### src/sv/mbps_pkg.sv
// Shared types and constants for the masked byte pattern scanner.
// No dependencies; imported by masked_byte_pattern_scan.
`timescale 1ns / 1ps
`default_nettype none

package mbps_pkg;

  // Configuration register indexes
  typedef logic [2:0] cfg_idx_t;

  localparam cfg_idx_t REG_PATTERN_LOW  = 3'd0;
  localparam cfg_idx_t REG_PATTERN_HIGH = 3'd1;
  localparam cfg_idx_t REG_CARE_MASK    = 3'd2;
  localparam cfg_idx_t REG_PATTERN_LEN  = 3'd3;
  localparam cfg_idx_t REG_BASE_ADDR    = 3'd4;

  localparam int ADDR_W    = 64;
  localparam int PAT_BYTES = 16;
  localparam int CFG_LEN_W = 5;

  typedef logic [ADDR_W-1:0]      addr_t;
  typedef logic [7:0]             byte_t;
  typedef logic [PAT_BYTES-1:0]   care_t;
  typedef logic [CFG_LEN_W-1:0]   cfg_len_t;

endpackage : mbps_pkg

`default_nettype wire

### src/sv/masked_byte_pattern_scan.sv
// Masked byte pattern scanner: window register, masked compare, result stages.
// Depends on mbps_pkg for register indexes and field types.
`timescale 1ns / 1ps
`default_nettype none

// Result path: a byte that causes a result has its compare and offset done at accept into
//   the s1 stage, then the address add is done into the output register.
// Throughput: one byte per cycle while in_tready is high; the window compare and the
//   base-address add stall only when the output register is held by out_tready.
// Reset (rst_n low, synchronous): scan state and both result stages empty, pattern
//   registers zero, pattern length one. The window bytes are not cleared.
module masked_byte_pattern_scan
  import mbps_pkg::*;
#(
  parameter int MAX_PATTERN  = 16,
  parameter int OFFSET_WIDTH = 32
) (
  input  wire logic        clk,
  input  wire logic        rst_n,
  // input byte stream
  input  wire logic        in_tvalid,
  output logic             in_tready,
  input  wire logic [7:0]  in_tdata,   // [7:0] data_byte
  input  wire logic        in_tlast,   // last_byte
  // result stream
  output logic             out_tvalid,
  input  wire logic        out_tready,
  output logic [63:0]      out_tdata,  // [63:0] match_address
  output logic             out_tuser,  // found
  // configuration writes
  input  wire logic        cfg_valid,
  output logic             cfg_ready,
  input  wire cfg_idx_t    cfg_index,
  input  wire logic [63:0] cfg_data
);

  localparam int LEN_W = $clog2(MAX_PATTERN + 1);
  localparam int IDX_W = $clog2(MAX_PATTERN);

  // ---------------- configuration registers ----------------
  logic [63:0] pat_low_r, pat_high_r;
  care_t       care_r;
  cfg_len_t    len_r;
  addr_t       base_r;

  assign cfg_ready = 1'b1;

  always_ff @(posedge clk) begin
    if (!rst_n) begin
      pat_low_r  <= '0;
      pat_high_r <= '0;
      care_r     <= '0;
      len_r      <= cfg_len_t'(1);
      base_r     <= '0;
    end else if (cfg_valid && cfg_ready) begin
      unique case (cfg_index)
        REG_PATTERN_LOW:  pat_low_r  <= cfg_data;
        REG_PATTERN_HIGH: pat_high_r <= cfg_data;
        REG_CARE_MASK:    care_r     <= cfg_data[PAT_BYTES-1:0];
        REG_PATTERN_LEN:  len_r      <= cfg_data[CFG_LEN_W-1:0];
        REG_BASE_ADDR:    base_r     <= cfg_data;
        default: ;
      endcase
    end
  end

  // ---------------- scan state ----------------
  byte_t                   win_r [MAX_PATTERN];
  byte_t                   win_nxt [MAX_PATTERN];
  logic [LEN_W-1:0]        seen_r, seen_nxt, seen_inc;
  logic [OFFSET_WIDTH-1:0] pos_r, pos_nxt;
  logic                    done_r, done_nxt;

  logic                    in_xfer;
  logic [LEN_W-1:0]        len_use, len_m1;
  logic [2*64-1:0]         pat_flat;
  logic                    hit, match, emit;
  logic [OFFSET_WIDTH-1:0] start_off;

  assign in_xfer  = in_tvalid && in_tready;
  assign pat_flat = {pat_high_r, pat_low_r};

  // length zero acts as one, lengths above the window saturate
  always_comb begin
    if (len_r == '0) begin
      len_use = LEN_W'(1);
    end else if (len_r > CFG_LEN_W'(MAX_PATTERN)) begin
      len_use = LEN_W'(MAX_PATTERN);
    end else begin
      len_use = len_r[LEN_W-1:0];
    end
  end
  assign len_m1 = len_use - LEN_W'(1);

  // shifted window, newest byte at entry 0
  always_comb begin
    win_nxt[0] = in_tdata;
    for (int i = 1; i < MAX_PATTERN; i++) begin
      win_nxt[i] = win_r[i-1];
    end
  end

  assign seen_inc = (seen_r == LEN_W'(MAX_PATTERN)) ? seen_r : seen_r + LEN_W'(1);

  // pattern byte j lines up with window entry len-1-j
  always_comb begin
    logic [LEN_W-1:0] idx;
    hit = 1'b1;
    idx = '0;
    for (int j = 0; j < MAX_PATTERN; j++) begin
      idx = len_m1 - LEN_W'(j);
      if ((LEN_W'(j) < len_use) && care_r[j] &&
          (win_nxt[idx[IDX_W-1:0]] != pat_flat[8*j +: 8])) begin
        hit = 1'b0;
      end
    end
  end

  assign match     = hit && (seen_inc >= len_use);
  assign emit      = in_xfer && !done_r && (match || in_tlast);
  assign start_off = pos_r - {{(OFFSET_WIDTH-LEN_W){1'b0}}, len_m1};

  always_comb begin
    seen_nxt = seen_r;
    pos_nxt  = pos_r;
    done_nxt = done_r;
    if (in_xfer) begin
      if (in_tlast) begin
        seen_nxt = '0;
        pos_nxt  = '0;
        done_nxt = 1'b0;
      end else if (!done_r) begin
        seen_nxt = seen_inc;
        pos_nxt  = pos_r + OFFSET_WIDTH'(1);
        done_nxt = match;
      end
    end
  end

  always_ff @(posedge clk) begin
    if (!rst_n) begin
      seen_r <= '0;
      pos_r  <= '0;
      done_r <= 1'b0;
    end else begin
      seen_r <= seen_nxt;
      pos_r  <= pos_nxt;
      done_r <= done_nxt;
    end
  end

  // window bytes only matter once enough of the current region is in
  always_ff @(posedge clk) begin
    if (in_xfer && !done_r) begin
      win_r <= win_nxt;
    end
  end

  // ---------------- result stages ----------------
  logic                    s1_valid_r, s1_found_r;
  logic [OFFSET_WIDTH-1:0] s1_start_r;
  logic                    s1_adv;
  logic                    out_valid_r, out_found_r;
  addr_t                   out_addr_r;

  assign s1_adv    = !out_valid_r || out_tready;
  assign in_tready = !s1_valid_r || s1_adv;

  always_ff @(posedge clk) begin
    if (!rst_n) begin
      s1_valid_r <= 1'b0;
    end else if (in_tready) begin
      s1_valid_r <= emit;
    end
  end

  always_ff @(posedge clk) begin
    if (in_tready && emit) begin
      s1_found_r <= match;
      s1_start_r <= start_off;
    end
  end

  always_ff @(posedge clk) begin
    if (!rst_n) begin
      out_valid_r <= 1'b0;
    end else if (s1_adv) begin
      out_valid_r <= s1_valid_r;
    end
  end

  always_ff @(posedge clk) begin
    if (s1_adv && s1_valid_r) begin
      out_found_r <= s1_found_r;
      out_addr_r  <= s1_found_r ? base_r + ADDR_W'(s1_start_r) : '0;
    end
  end

  assign out_tvalid = out_valid_r;
  assign out_tuser  = out_found_r;
  assign out_tdata  = out_addr_r;

  // ---------------- checks ----------------
  a_notfound_zero: assert property (@(posedge clk) disable iff (!rst_n)
    out_tvalid && !out_tuser |-> out_tdata == '0)
    else $error("not-found result carries nonzero address");

  a_seen_bound: assert property (@(posedge clk) disable iff (!rst_n)
    seen_r <= LEN_W'(MAX_PATTERN))
    else $error("byte count past window depth");

  a_done_silent: assert property (@(posedge clk) disable iff (!rst_n)
    in_xfer && done_r |=> !s1_valid_r)
    else $error("byte after a match produced a result");

  a_last_clears: assert property (@(posedge clk) disable iff (!rst_n)
    in_xfer && in_tlast |=> seen_r == '0 && !done_r && pos_r == '0)
    else $error("region end did not clear scan state");

endmodule : masked_byte_pattern_scan

`default_nettype wire

### config.mk
export PLATFORM = sky130hd
export DESIGN_NAME = masked_byte_pattern_scan
export DESIGN_NICKNAME = d
export VERILOG_FILES = /design/src/sv/mbps_pkg.sv /design/src/sv/masked_byte_pattern_scan.sv
export SDC_FILE = /design/constraint.sdc
export NUM_CORES = 1
export LEC_CHECK = 0
export BUFFER_PORTS_ARGS = -buffer_cell sky130_fd_sc_hd__buf_2
export CAP_MARGIN = 20
export CELL_PAD_IN_SITES_DETAIL_PLACEMENT = 1
export CELL_PAD_IN_SITES_GLOBAL_PLACEMENT = 2
export CORE_MARGIN = 2
export CORE_UTILIZATION = 41
export CTS_CLUSTER_DIAMETER = 50
export DETAILED_ROUTE_END_ITERATION = 12
export PLACE_DENSITY_LB_ADDON = 0.08
export SLEW_MARGIN = 20
export SYNTH_ARGS = -nofsm -noshare
export SYNTH_HDL_FRONTEND = slang
export SYNTH_SLANG_ARGS = --single-unit
### constraint.sdc
create_clock -name clk -period 12.3 [get_ports clk]
set_input_delay 0 -clock clk [delete_from_list [all_inputs] [get_ports clk]]
set_output_delay 0 -clock clk [all_outputs]
set_load 0.03 [all_outputs]
* Yosys cells after proc, flatten, opt, wreduce, memory -nomap -nowiden
Cells that the tools add are included.
** Storage, ports and cells
- Flip-flop bits (word level) :: 471
- Bits of input ports :: 81
- Output and inout bits :: 68
- Logic and storage cells :: 246
** Operators by class
- Add/sub/neg operators :: 20
- Order comparisons :: 34
- Equality and inequality tests :: 22
- Mux-type cells :: 73
- Bitwise gates (word level) :: 16
- Reductions and logical operators :: 52
** Operators with widths (count)
- binary-select mux 8 bit (select 4 bit) :: 16
- two-way mux 8 bit :: 32
- inequality test 8 bit :: 16
- >= comparator 5 bit (second input constant) :: 16
- NOT 4 -> 5 bit :: 16
- adder 64 x 32 -> 64 bit :: 1
- two-way mux 32 bit :: 2
- less-than comparator 4 x 5 -> 1 bit (first input constant) :: 8
- logical AND 1 bit :: 38
- adder 32 x 1 -> 32 bit (second input constant) :: 1
- subtractor 32 x 5 -> 32 bit :: 1
- subtractor 4 bit (second input constant) :: 8
- two-way mux 5 bit :: 5
- less-than comparator 3 x 5 -> 1 bit (first input constant) :: 4
- two-way mux 1 bit :: 18
- subtractor 4 x 3 -> 4 bit (second input constant) :: 4
- AND reduction 2 bit :: 6
- less-than comparator 1 x 5 -> 1 bit (first input constant) :: 2
- less-than comparator 2 x 5 -> 1 bit (first input constant) :: 2
- subtractor 4 x 2 -> 4 bit (second input constant) :: 2
- == test 3 x 2 -> 1 bit (second input constant) :: 2
- adder 5 x 1 -> 5 bit (second input constant) :: 1
- == test 5 bit (second input constant) :: 1
- >= comparator 5 bit :: 1
- 10 further kinds :: 14

* Logic depth before layout (Yosys ltp)
- Depth in word-level cells :: 30
- Depth in mapped cells :: 23
- Mapped depth without buffers :: 16

* Worst setup path before layout
OpenSTA, ideal clock, no wires.
- Path type :: flip-flop to flip-flop
- Start point :: reg out_valid_r, in the netlist out_tvalid
- End point :: reg s1_found_r, enable pin
- Library setup time :: 0.474 ns
- Arrival time :: 9.343 ns
- Required time :: 11.826 ns
- Slack :: 2.483 ns
- Stages on the path, launching flop included :: 7
- Buffers on the path :: 0
- Period minus slack after synthesis :: 9.817 ns
- Cell sequence :: dfxtp_1 nor2b_1 nand2_1 nand2_1 nor2_1 inv_1 o31ai_1
** Between the ends
- Cells in the longest elaborated chain, start to end :: 7
** RTL lines
- start, declared :: RTL line masked_byte_pattern_scan.sv:163 : logic out_valid_r, out_found_r;
- start signal, assigned :: RTL line masked_byte_pattern_scan.sv:188 : out_valid_r <= s1_valid_r;
- logical NOT 1 bit (*) :: RTL line masked_byte_pattern_scan.sv:166 : assign s1_adv = !out_valid_r || out_tready;
- logical OR 1 bit (*) :: RTL line masked_byte_pattern_scan.sv:166
- logical OR 1 bit (*) :: RTL line masked_byte_pattern_scan.sv:167 : assign in_tready = !s1_valid_r || s1_adv;
- net in_tready :: RTL line masked_byte_pattern_scan.sv:22 : output logic in_tready,
- logical AND 1 bit :: RTL line masked_byte_pattern_scan.sv:80 : assign in_xfer = in_tvalid && in_tready;
- logical AND 1 bit (2 in a row) :: RTL line masked_byte_pattern_scan.sv:120 : assign emit = in_xfer && !done_r && (match || in_tlast);
- logical AND 1 bit (*) :: RTL line masked_byte_pattern_scan.sv:178 : if (in_tready && emit) begin
- end signal, assigned :: RTL line masked_byte_pattern_scan.sv:179 : s1_found_r <= match;
- end, declared :: RTL line masked_byte_pattern_scan.sv:160 : logic s1_valid_r, s1_found_r;
The timed path passes the listed nets; every way through them passes the cells marked *.
A chain may end at the register's enable or synchronous reset.

* Worst setup path in the final report
- Start point :: reg len_r[4]
- End point :: reg s1_start_r[29], enable pin
** Between the ends
- Cells in the longest elaborated chain, start to end :: 30
- Elaborated cells between the ends (all ways) :: 169
- Those cells by class :: add/sub (16); order compare (18); eq/ne (16); mux (66); bitwise (16); reduce/logical (37)
** RTL lines
- start, declared :: RTL line masked_byte_pattern_scan.sv:43 : cfg_len_t len_r;
- start signal, assigned :: RTL line masked_byte_pattern_scan.sv:53 : len_r <= cfg_len_t'(1);
- start signal, assigned :: RTL line masked_byte_pattern_scan.sv:60 : REG_PATTERN_LEN: len_r <= cfg_data[CFG_LEN_W-1:0];
- > comparator 5 bit :: RTL line masked_byte_pattern_scan.sv:87 : end else if (len_r > CFG_LEN_W'(MAX_PATTERN)) begin
- two-way mux 5 bit :: RTL line masked_byte_pattern_scan.sv:87
- two-way mux 5 bit (*) :: RTL line masked_byte_pattern_scan.sv:85 : if (len_r == '0) begin
- subtractor 5 x 1 -> 5 bit :: RTL line masked_byte_pattern_scan.sv:93 : assign len_m1 = len_use - LEN_W'(1);
- subtractor 4 x 1 -> 4 bit / NOT 4 -> 5 bit (equally long branches) :: RTL line masked_byte_pattern_scan.sv:111, masked_byte_pattern_scan.sv:113
- NOT 4 -> 5 bit (not written as such) / binary-select mux 8 bit (select 4 bit) (equally long branches) :: RTL line masked_byte_pattern_scan.sv:113 : (win_nxt[idx[IDX_W-1:0]] != pat_flat[8*j +: 8])) begin
- binary-select mux 8 bit (select 4 bit) / two-way mux 8 bit (equally long branches) :: RTL line masked_byte_pattern_scan.sv:113
- two-way mux 8 bit (not written as such) :: RTL line masked_byte_pattern_scan.sv:113
- two-way mux 8 bit (not written as such) / inequality test 8 bit (equally long branches) :: RTL line masked_byte_pattern_scan.sv:113
- inequality test 8 bit / logical AND 1 bit (equally long branches) :: RTL line masked_byte_pattern_scan.sv:113, masked_byte_pattern_scan.sv:112
- logical AND 1 bit / two-way mux 1 bit (equally long branches) :: RTL line masked_byte_pattern_scan.sv:112 : if ((LEN_W'(j) < len_use) && care_r[j] &&
- two-way mux 1 bit (15 in a row) :: RTL line masked_byte_pattern_scan.sv:112
- logical AND 1 bit (*) :: RTL line masked_byte_pattern_scan.sv:119 : assign match = hit && (seen_inc >= len_use);
- logical OR 1 bit (*) :: RTL line masked_byte_pattern_scan.sv:120
- logical AND 1 bit (*) :: RTL line masked_byte_pattern_scan.sv:120
- logical AND 1 bit (*) :: RTL line masked_byte_pattern_scan.sv:178
- end signal, assigned :: RTL line masked_byte_pattern_scan.sv:180 : s1_start_r <= start_off;
- end, declared :: RTL line masked_byte_pattern_scan.sv:161 : logic [OFFSET_WIDTH-1:0] s1_start_r;
Mark *: on every way between the ends. The rest lies on a longest branch, timed or not. The select of a mux whose other input is x is not followed.

==> impl_metrics.env <==
export IMPL_async_flop_share_pct=0
export IMPL_cts_tree="built"
export IMPL_power_switching_mw=1.38
export IMPL_synth_compound_area_share_pct=10.6
export IMPL_core_um2=68800
export IMPL_drt_total_wl_mm=99.2
export IMPL_status="complete, no violations"
export IMPL_drv_slew=0
export IMPL_cp_common_cell="buf_4"
export IMPL_synth_area_top_cells="edfxtp_1 (23%), dfxtp_1 (18%), mux4_2 (14%)"
export IMPL_period_minus_slack_ns=7.62
export IMPL_switching_share_pct=28.3
export IMPL_fmax_mhz=131
export IMPL_finalCoreUtilization_pct=48.6
export IMPL_cts_made_buffers=72
export IMPL_synth_top_family_by_area="multiplexers"
export IMPL_yosysTopAreaCellShare_pct=22.9
export IMPL_rrSetupSlack_ns=4.68
export IMPL_hpwl_mm=72.5
export IMPL_r2r_start="len_r[4]"
export IMPL_p_leak_nw=12.6
export IMPL_synth_most_common_cell="nand2_1"
export IMPL_io_pins=149
export IMPL_clk_latency_ns=0.62
export IMPL_dr_pass1_iters=6
export IMPL_postCtsSetupBuffers=0
export IMPL_area_delta_synth_final_pct=16.9
export IMPL_die_w_um=268
export IMPL_via_per_inst=5.85
export IMPL_crit_path_top_delay_cell="buf_4"
export IMPL_yosysSeqAreaShare_pct=40.6
export IMPL_vias=22700
export IMPL_syn_num_nets=2874
export IMPL_grt_overflow_total=0
export IMPL_ys_flop_type="dfxtp_1"
export IMPL_hp_start="cfg_index[0]"
export IMPL_drive_above_1_share_pct=17.1
export IMPL_hold_class="in2reg"
export IMPL_grt_max_degree=94
export IMPL_synth_cells=2736
export IMPL_clock_power_share_pct=44.7
export IMPL_fin_tns_setup_ns=0
export IMPL_synth_edff_count=218
export IMPL_slowest_delay_ns=0.78
export IMPL_hold_viol=0
export IMPL_slew_headroom_pct=29.1
export IMPL_critPathMaxFanout=52
export IMPL_finClkSkew_ns=0.0249
export IMPL_ys_warn_count=0
export IMPL_drt_wirelength_per_cell_um=25.6
export IMPL_die_area_um2=71900
export IMPL_yosys_area_share_simple_pct=14.9
export IMPL_die_height_um=268
export IMPL_cap_violations=0
export IMPL_p_per_area_nw_per_um2=145
export IMPL_synthMuxAreaShare_pct=21.3
export IMPL_fin_nets=3020
export IMPL_pwr_share_seq_pct=38.1
export IMPL_drt_iter0_markers=1824
export IMPL_cts_sinks=471
export IMPL_cp_required_ns=12.54
export IMPL_cp_end_kind="flip-flop"
export IMPL_grt_setup_unrepaired="false"
export IMPL_critPathLaunchType="flip-flop"
export IMPL_gp_congestion=0.923
export IMPL_synthTopCellsByCount="nand2_1 (561), dfxtp_1 (253), mux2i_1 (221)"
export IMPL_root_buffer="clkbuf_16"
export IMPL_fill_cells=7414
export IMPL_netlist_area_um2=28600
export IMPL_r2r_cells=18
export IMPL_yosys_area_top_type="edfxtp_1"
export IMPL_ir_worst_vdd_mv=0.101
export IMPL_remaining_drc_errors=0
export IMPL_p_comb_share_pct=17.2
export IMPL_cts_buffer_depth=3
export IMPL_hold_path_depth=4
export IMPL_crit_type="reg2reg"
export IMPL_crit_path_start="len_r[4]"
export IMPL_clk_pin_slew_ns=0.06
export IMPL_crit_arrival_ns=7.85
export IMPL_syn_avg_cell_area_um2=10.5
export IMPL_antenna_found_initial=1
export IMPL_initial_core_util_pct=41.6
export IMPL_grt_usage_pct=27.6
export IMPL_rows=96
export IMPL_worstMarginPinSlew_ns=1.06
export IMPL_final_antenna_net_count=0
export IMPL_portBuffers=147
export IMPL_first_global_vias=22700
export IMPL_crit_chain="or2_1, o22ai_4, buf_4, buf_4, inv_2, ha_1, xnor2_2, inv_2, ha_1, xnor2_4, mux4_2, xor2_1, nor4_1, nand2_1, a2111oi_4, nand4_2, o31ai_4, buf_4"
export IMPL_p_int_mw=3.48
export IMPL_timing_final_crit_share_pct=61.9
export IMPL_h_tree_depth=3
export IMPL_synth_xor_area_share_pct=6.70
export IMPL_grt_pass1_wl_mm=148
export IMPL_netlist_cell_type_count=80
export IMPL_synthAdderAreaFrac_pct=2.61
export IMPL_setup_violations=0
export IMPL_ys_ff_latch=471
[per-stage QoR]
stage	instance area (µm²)	worst slack, ns	hold slack (ns)	power (mW)	instances
finish	33500	4.68	0.0419	4.86	3873
floorplan	28600	2.48	0.0989	2.41	2736
CTS	33400	4.50	0.00682	4.89	3870
global route	33500	4.15	0.0622	5.03	3871
detailed placement	30000	4.52	0.245	2.69	3657
global placement	30000	4.77	0.242	2.66	3657
[power by group through the flow]
stage / registers, mW / logic (mW) / clock network [mW]
floorplan: 1.90 / 0.512 / 0
global placement: 1.87 / 0.788 / 0
detailed placement: 1.88 / 0.809 / 0
CTS: 1.85 / 0.832 / 2.21
global route: 1.86 / 0.894 / 2.27
finish: 1.85 / 0.837 / 2.17
[sequential cells by signal, indices dropped and copies added, names as in the netlist, 5 cells and up]
name	flops
base_r	64
care_r	16
len_r	5
out_tdata	64
pat_high_r	64
pat_low_r	64
pos_r	32
s1_start_r	32
seen_r	5
win_nxt	120
[metal layers]
layer / GRT usage, % / vias to the layer above / wire (µm) / part of all wire, %
met5: 0 / - / 13 / 0.013
met4: 9.04 / 2 / 3140 / 3.2
met3: 3.81 / 155 / 4980 / 5.0
met2: 44.1 / 573 / 45800 / 46
met1: 38.7 / 11700 / 45200 / 46
li1: - / 10200 / - / -
[final cells by class]
cell class	count	area, µm²	area share (%)
multi-input cells	2044	16200	48.4
repair buffers	258	1790	5.35
inverters	35	136	0.408
clock buffers	96	2180	6.50
clock inverters	36	385	1.15
diodes	2	5.00	0.0150
flip-flops and latches	471	11600	34.7
well taps	931	1160	3.48
[worst max-delay path: cells and delay by family, from the launching register on]
family | cells | cell delay [ns]
buffers and inverters | 5 | 2.38
AND/OR/NAND/NOR | 4 | 1.22
XOR/XNOR | 3 | 0.98
flip-flops | 1 | 0.49
multiplexers | 1 | 0.60
adder cells (fa/ha/maj) | 2 | 0.72
AO/OA/AOI/OAI | 3 | 0.76
[final timing paths]
kind / to
hold / removal: len_r[0]
setup / recovery: s1_start_r[29]
setup reg to reg: s1_start_r[29]
hold reg to reg: base_r[31]
[cell usage in the layout (no fill, tap or decap), drive strengths merged, types with 42 or more instances in the layout]
cell type / netlist / routed
nor2: 108 / 108
o21ai: 42 / 42
nand4: 44 / 44
dlygate4sd3: 0 / 81
dfxtp: 253 / 253
nand3: 53 / 53
mux4: 172 / 172
xor2: 77 / 77
inv: 34 / 44
buf: 45 / 177
xnor2: 138 / 138
mux2i: 221 / 221
a21oi: 43 / 43
a21boi: 211 / 211
clkbuf: 141 / 96
edfxtp: 218 / 218
nand2: 561 / 561
ha: 55 / 55
[cell families (layout without fill, tap and decap cells)]
group | Yosys count | in the layout
xor+xnor | 215 | 215
mux | 394 | 394
simple gates | 952 | 952
compound gates | 423 | 423
flops | 471 | 471
other cells | 1 | 3
fa+ha+maj | 59 | 59
buf+inv | 221 | 425
[repair_timing]
item | in CTS | in global routing
gates resized for setup | 0 | 0
hold buffers | 81 | 0
endpoints found under the hold margin | 231 | 0
Note: power is estimated with default switching activity, not from simulation.
